==> src/rtl/vsc_pkg.sv <==
// Shared constants, register codes and helpers for the shift cipher block.
`timescale 1ns / 1ps

package vsc_pkg;

  // Largest key the block supports, in characters
  localparam int KEY_MAX_DEF = 16;

  // Configuration port widths
  localparam int CFG_IDX_W  = 2;
  localparam int CFG_DATA_W = 64;

  // Field widths
  localparam int CHAR_W = 8;
  localparam int LEN_W  = 5;

  // Alphabet constants
  localparam logic [CHAR_W-1:0] CHAR_A    = 8'h61;
  localparam logic [CHAR_W-1:0] CHAR_Z    = 8'h7a;
  localparam int                ALPHA_LEN = 26;

  // Configuration register indexes
  typedef enum logic [CFG_IDX_W-1:0] {
    CFG_DECODE_MODE = 2'd0,
    CFG_KEY_LENGTH  = 2'd1,
    CFG_KEY_LOW     = 2'd2,
    CFG_KEY_HIGH    = 2'd3
  } cfg_reg_t;

  // True for 'a' to 'z'
  function automatic logic is_lower(input logic [CHAR_W-1:0] c);
    return (c >= CHAR_A) && (c <= CHAR_Z);
  endfunction

endpackage

==> src/rtl/vigenere_shift_cipher.sv <==
// Vigenere style shift cipher: one message byte in, one byte out per request.
`timescale 1ns / 1ps
//
// Usage:
//   Input channel (in_valid / in_stall) carries one message byte and a
//   start-of-message flag per request. Lowercase letters are shifted by the
//   next lowercase key letter (search wraps round the key, skipping other
//   key characters); all other bytes pass through and do not use a key letter.
//   Output channel (out_valid / out_stall) returns one byte per request.
//   Configuration (cfg_valid / cfg_ready, always ready) writes decode mode,
//   key length and the two 64-bit key words; write only while idle.
// Timing:
//   An accepted byte's result reaches the output register in the next cycle.
//   Throughput is one byte per cycle while not stalled: the key search, shift
//   and key position update sit in one combinational pass before out_char_r.
// Reset:
//   rst_n clears the output valid, key position and registers (encrypt mode,
//   key length one, key all zero).
// Stall:
//   While out_stall holds a waiting result, in_stall is raised and no new
//   byte is taken; the result is taken the cycle out_stall drops.

module vigenere_shift_cipher
  import vsc_pkg::*;
#(
  parameter int KEY_MAX = KEY_MAX_DEF
) (
  input  logic                  clk,
  input  logic                  rst_n,
  // input channel
  input  logic                  in_valid,
  output logic                  in_stall,
  input  logic [CHAR_W-1:0]     in_char,
  input  logic                  in_start_of_message,
  // result channel
  output logic                  out_valid,
  input  logic                  out_stall,
  output logic [CHAR_W-1:0]     out_char,
  // configuration channel
  input  logic                  cfg_valid,
  output logic                  cfg_ready,
  input  logic [CFG_IDX_W-1:0]  cfg_index,
  input  logic [CFG_DATA_W-1:0] cfg_data
);

  localparam int IDX_W = (KEY_MAX > 1) ? $clog2(KEY_MAX) : 1;

  logic                  decode_mode_r;
  logic [LEN_W-1:0]      key_length_r;
  logic [CFG_DATA_W-1:0] key_low_r;
  logic [CFG_DATA_W-1:0] key_high_r;
  logic [IDX_W-1:0]      key_pos_r;
  logic [IDX_W-1:0]      key_pos_nxt;
  logic                  out_valid_r;
  logic [CHAR_W-1:0]     out_char_r;
  logic [CHAR_W-1:0]     out_char_nxt;

  logic                        in_accept;
  logic [2*CFG_DATA_W-1:0]     key_all;
  logic [LEN_W-1:0]            len_eff;
  logic [IDX_W-1:0]            pos_eff;
  logic [IDX_W-1:0]            start_idx;
  logic [KEY_MAX-1:0]          letter_mask;
  logic [KEY_MAX-1:0]          upper_mask;
  logic                        any_found;
  logic                        hi_found;
  logic [IDX_W-1:0]            any_idx;
  logic [IDX_W-1:0]            hi_idx;
  logic [IDX_W-1:0]            sel_idx;
  logic [CHAR_W-1:0]           sel_char;
  logic [LEN_W-1:0]            next_pos;
  logic [LEN_W-1:0]            plain_val;
  logic [LEN_W-1:0]            shift_val;
  logic [LEN_W:0]              mix_val;
  logic [LEN_W:0]              wrap_val;
  logic                        do_shift;

  // Handshake: take a byte whenever the output register is free or draining
  assign in_accept = in_valid && !in_stall;
  assign in_stall  = out_valid_r && out_stall;
  assign out_valid = out_valid_r;
  assign out_char  = out_char_r;
  assign cfg_ready = 1'b1;

  // Clamp key length to the supported key size
  assign len_eff = (key_length_r > LEN_W'(KEY_MAX)) ? LEN_W'(KEY_MAX) : key_length_r;

  // Begin the search at the current position, or at zero at message start or if out of range
  assign pos_eff   = in_start_of_message ? '0 : key_pos_r;
  assign start_idx = (LEN_W'(pos_eff) < len_eff) ? pos_eff : '0;

  assign key_all = {key_high_r, key_low_r};

  // Mark usable key letters, and those at or after the start position
  always_comb begin
    for (int i = 0; i < KEY_MAX; i++) begin
      letter_mask[i] = is_lower(key_all[CHAR_W*i +: CHAR_W]) && (LEN_W'(i) < len_eff);
      upper_mask[i]  = letter_mask[i] && (IDX_W'(i) >= start_idx);
    end
  end

  // Find the lowest marked letter in both masks
  always_comb begin
    any_found = 1'b0;
    hi_found  = 1'b0;
    any_idx   = '0;
    hi_idx    = '0;
    for (int i = KEY_MAX - 1; i >= 0; i--) begin
      if (letter_mask[i]) begin
        any_found = 1'b1;
        any_idx   = IDX_W'(i);
      end
      if (upper_mask[i]) begin
        hi_found = 1'b1;
        hi_idx   = IDX_W'(i);
      end
    end
  end

  // Wrap round the key when nothing lies at or after the start position
  assign sel_idx  = hi_found ? hi_idx : any_idx;
  assign sel_char = key_all[CHAR_W*sel_idx +: CHAR_W];
  assign do_shift = is_lower(in_char) && any_found;

  // Shift the letter modulo the alphabet length
  always_comb begin
    plain_val = LEN_W'(in_char - CHAR_A);
    shift_val = LEN_W'(sel_char - CHAR_A) + LEN_W'(1);
    if (decode_mode_r) begin
      mix_val = (LEN_W+1)'(plain_val) + (LEN_W+1)'(ALPHA_LEN) - (LEN_W+1)'(shift_val);
    end else begin
      mix_val = (LEN_W+1)'(plain_val) + (LEN_W+1)'(shift_val);
    end
    if (mix_val >= (LEN_W+1)'(ALPHA_LEN)) begin
      wrap_val = mix_val - (LEN_W+1)'(ALPHA_LEN);
    end else begin
      wrap_val = mix_val;
    end
    out_char_nxt = do_shift ? (CHAR_A + CHAR_W'(wrap_val)) : in_char;
  end

  // Advance the key position past the letter just used; otherwise keep it, cleared at message start
  always_comb begin
    next_pos = LEN_W'(sel_idx) + LEN_W'(1);
    if (do_shift) begin
      key_pos_nxt = (next_pos >= len_eff) ? '0 : next_pos[IDX_W-1:0];
    end else begin
      key_pos_nxt = pos_eff;
    end
  end

  // Configuration registers
  always_ff @(posedge clk) begin
    if (!rst_n) begin
      decode_mode_r <= 1'b0;
      key_length_r  <= LEN_W'(1);
      key_low_r     <= '0;
      key_high_r    <= '0;
    end else if (cfg_valid && cfg_ready) begin
      case (cfg_reg_t'(cfg_index))
        CFG_DECODE_MODE: decode_mode_r <= cfg_data[0];
        CFG_KEY_LENGTH:  key_length_r  <= cfg_data[LEN_W-1:0];
        CFG_KEY_LOW:     key_low_r     <= cfg_data;
        CFG_KEY_HIGH:    key_high_r    <= cfg_data;
        default: ;
      endcase
    end
  end

  // Key position and output valid
  always_ff @(posedge clk) begin
    if (!rst_n) begin
      key_pos_r   <= '0;
      out_valid_r <= 1'b0;
    end else if (in_accept) begin
      key_pos_r   <= key_pos_nxt;
      out_valid_r <= 1'b1;
    end else if (!out_stall) begin
      out_valid_r <= 1'b0;
    end
  end

  // Hold the result until it is taken
  always_ff @(posedge clk) begin
    if (in_accept) begin
      out_char_r <= out_char_nxt;
    end
  end

endmodule

==> config.mk <==
export PLATFORM = sky130hd
export DESIGN_NAME = vigenere_shift_cipher
export DESIGN_NICKNAME = d
export VERILOG_FILES = /design/src/rtl/vsc_pkg.sv /design/src/rtl/vigenere_shift_cipher.sv
export SDC_FILE = /design/constraint.sdc
export NUM_CORES = 1
export LEC_CHECK = 0
export ABC_AREA = 1
export BUFFER_PORTS_ARGS = -buffer_cell sky130_fd_sc_hd__buf_2
export CAP_MARGIN = 20
export CELL_PAD_IN_SITES_DETAIL_PLACEMENT = 0
export CELL_PAD_IN_SITES_GLOBAL_PLACEMENT = 1
export CORE_UTILIZATION = 46
export DETAILED_ROUTE_END_ITERATION = 12
export GPL_TIMING_DRIVEN = 0
export PLACE_DENSITY = 0.86
export REMOVE_ABC_BUFFERS = 1
export SETUP_SLACK_MARGIN = 0.15
export SLEW_MARGIN = 10
export SYNTH_ARGS = -nofsm -noshare
export SYNTH_HDL_FRONTEND = slang
export SYNTH_SLANG_ARGS = --single-unit
==> constraint.sdc <==
create_clock -name clk -period 15.8 [get_ports clk]
set_input_delay 4.74 -clock clk [delete_from_list [all_inputs] [get_ports clk]]
set_output_delay 4.74 -clock clk [all_outputs]
set_load 0.02 [all_outputs]
==> reports/qor.csv <==
stage,metric,value,unit
pwr,power_per_cell_area,95.2,nW/um^2
detailed_routing,remaining_drc_errors,0,
place,dp_hpwl,18400,um
clock_network,tritoncts,done,
global_route,antenna_found_initial,0,
clock_network,cts_buffers,17,
sta,slew_violations,0,
detailed_routing,routed_wl,24800,um
floorplanning,start_util,46.9,%
global_route,grt_max_degree,84,
synth,synth_compound_area_share,19.5,%
setup_path,cp_slowest_stage_delay,530,ps
sta,finalCritPeriodShare,75.4,%
floorplanning,die_area,19600,um^2
clock_network,clock_latency,430,ps
global_route,grt_pass1_wl,40100,um
clock_network,cts.path.max_buffers,2,
floorplanning,pin_count,91,
global_route,grt_overflow,0,
clock_network,post_cts_buffers,0,
clock_network,root_buffer,clkbuf_16,
global_route,grt_pass1_vias,7896,
cells_and_area,final_util,52.7,%
setup_path,critPathLaunchType,input pin,
cells_and_area,nFillCells,1951,
floorplanning,row_count,50,
min_path,hp-class,register to register,
synth,ys_seq_elements,147,
synth,synth_top_family_by_area,simple AND/OR/NAND/NOR gates,
sta,maxSlewHeadroom,38.8,%
synth,avgSynthCellArea,6.61,um^2
sta,tightest_slew,912,ps
detailed_routing,drtIter0Drc,666,
sta,fin_tns_setup,0,ps
pwr,ir_drop,0.0000790,V
cells_and_area,areaGrowthSynthToFinish,12.5,%
cells_and_area,drive_gt1_share,11.6,%
synth,synth_ff_type,dfxtp_1,
clock_network,cts.sinks,147,
setup_path,crit_type,input pin to register,
run,drv_cap,0,
run_status,status,completed,
setup_path,critPathMaxFanout,30,
detailed_routing,ant_nets,0,
sta,fin_skew,13.9,ps
floorplanning,die_w,140,um
sta,period_needed,11920,ps
sta,setup_violations,0,
cells_and_area,nNetsFinal,1482,
synth,synth-simple-area-share,28.3,%
floorplanning,core,18700,um^2
setup_path,crit_slowest_cell,nand2_2,
cells_and_area,seq_area,3020,um^2
clock_network,postCtsHoldBufs,0,
synth,synthesis.area,8770,um^2
cells_and_area,multi_input_area,4680,um^2
setup_path,crit_path_frequent_cell,nand3_1,
sta,finalHoldViolCount,0,
synth,synthAdderAreaFrac,4.31,%
synth,synthMuxAreaShare,0,%
clock_network,cts_resized,0,
setup_path,cp-end-kind,register,
synth,synth_edf_count,8,
detailed_routing,vias_per_cell,5.31,
setup_path,rrSetupSlack,7870,ps
place,portBuffers,89,
clock_network,htreeDepth,4,
setup_path,arrival,12090,ps
synth,syn_inst,1326,
detailed_routing,vias,8604,
detailed_routing,routedWlPerCell,15.3,um
detailed_routing,drt_first_pass_iters,5,
place,gp_congestion,0.873,
synth,ys_async_sr_fraction,0,%
synth,synthXorXnorAreaFrac,0.999,%
sta,rsz0062_at_grt,no,
global_route,grt_use_total,26.0,%
setup_path,worstPathRequired,15970,ps
synth,synth_cell_types,49,
cells_and_area,n_antenna_cell,0,
sta,max_freq,83.9,MHz
synth,yosysSeqAreaShare,34.5,%
synth,synth_warnings,0,
clock_network,path_clk_slew,60,ps
pwr,p_leak,4.51,nW
floorplanning,die_h,140,um
[kinds of logic after synthesis]
kind of cell / Yosys count
xor+xnor: 10
simple gates: 544
other cells: 1
fa+ha+maj: 29
flops: 147
buf+inv: 269
compound gates: 326
[layer usage]
layer	global-route usage (%)	vias to the layer above	wire, um
met3	3.73	23	1080
met4	7.06	0	361
met5	0	-	0
met1	35.7	3944	12100
met2	42.7	198	11300
li1	-	4439	-
[through the flow]
stage                     cells  setup WS (ps)  power, mW  hold WS, ps  area [um^2]
after global placement     1583           3620      0.556          435         9180
final                      1619           3880      0.939          447         9860
after floorplan            1260           5000      0.509          423         8440
after CTS                  1618           4020      0.943          448         9850
after global routing       1619           3130      0.983          461         9860
after detailed placement   1587           3600      0.560          439         9300
[layout by cell type, fill, tap and decap left out, drive strengths merged, types with 4 or more instances in the layout]
| cell | n |
|---|---|
| o31ai | 4 |
| ha | 27 |
| nor2 | 147 |
| nor4 | 5 |
| buf | 94 |
| edfxtp | 8 |
| nor3 | 32 |
| dfxtp | 139 |
| o21ai | 174 |
| a21oi | 129 |
| nand2 | 185 |
| nand3 | 150 |
| xor2 | 10 |
| clkbuf | 20 |
| a31oi | 5 |
| inv | 205 |
| or2 | 5 |
| clkinvlp | 5 |
| nand4 | 11 |
[where the power goes]
part           leakage [nW]  switching [mW]  internal [mW]  total (mW)
clock                 0.255           0.165          0.220       0.386
sequential             1.22          0.0121          0.394       0.406
combinational          3.04          0.0944         0.0528       0.147
[cell usage after synthesis (8+ instances only)]
master / number / share of area, %
a21oi_1: 129 / 7.4
buf_2: 10 / 0.57
clkbuf_1: 45 / 1.9
dfxtp_1: 139 / 32
edfxtp_1: 8 / 2.7
ha_1: 27 / 3.9
inv_1: 199 / 8.5
nand2_1: 176 / 7.5
nand3_1: 148 / 8.4
nand4_1: 10 / 0.71
nor2_1: 139 / 6.0
nor3_1: 28 / 1.6
o21ai_0: 172 / 9.8
xor2_1: 10 / 1.0
[sequential cells by signal, summed over array words and instances (netlist names)]
name / cells
key_high_r: 64
key_low_r: 64
out_char: 8
key_length_r: 5
key_pos_r: 4
decode_mode_r: 1
out_valid: 1
[layout make-up]
type                            instances  area share, %
Multi-Input combinational cell        910           47.4
Sequential cell                       147           30.6
Inverter                              203           7.75
Timing Repair Buffer                   94           5.62
Clock buffer                           20           4.53
Tap cell                              234           2.97
Clock inverter                         11           1.07
[final timing paths]
check                                         start              to  depth (start not counted)
worst min-delay path                 key_high_r[31]  key_high_r[31]                          2
worst min register to register       key_high_r[31]  key_high_r[31]                          2
worst max-delay path            in_start_of_message     out_char[6]                         41
worst max register to register      key_length_r[0]     out_char[6]                         39
[worst max-delay path: cells and delay by family]
kind | cells | cell delay, ps
xor gates and xnor gates | 2 | 360
buffers and inverters | 6 | 900
and+or+nand+nor | 25 | 4180
AOI/OAI and AO/OA | 3 | 490
adders and majority gates | 5 | 1430
Power figures use the tool's default switching activity.
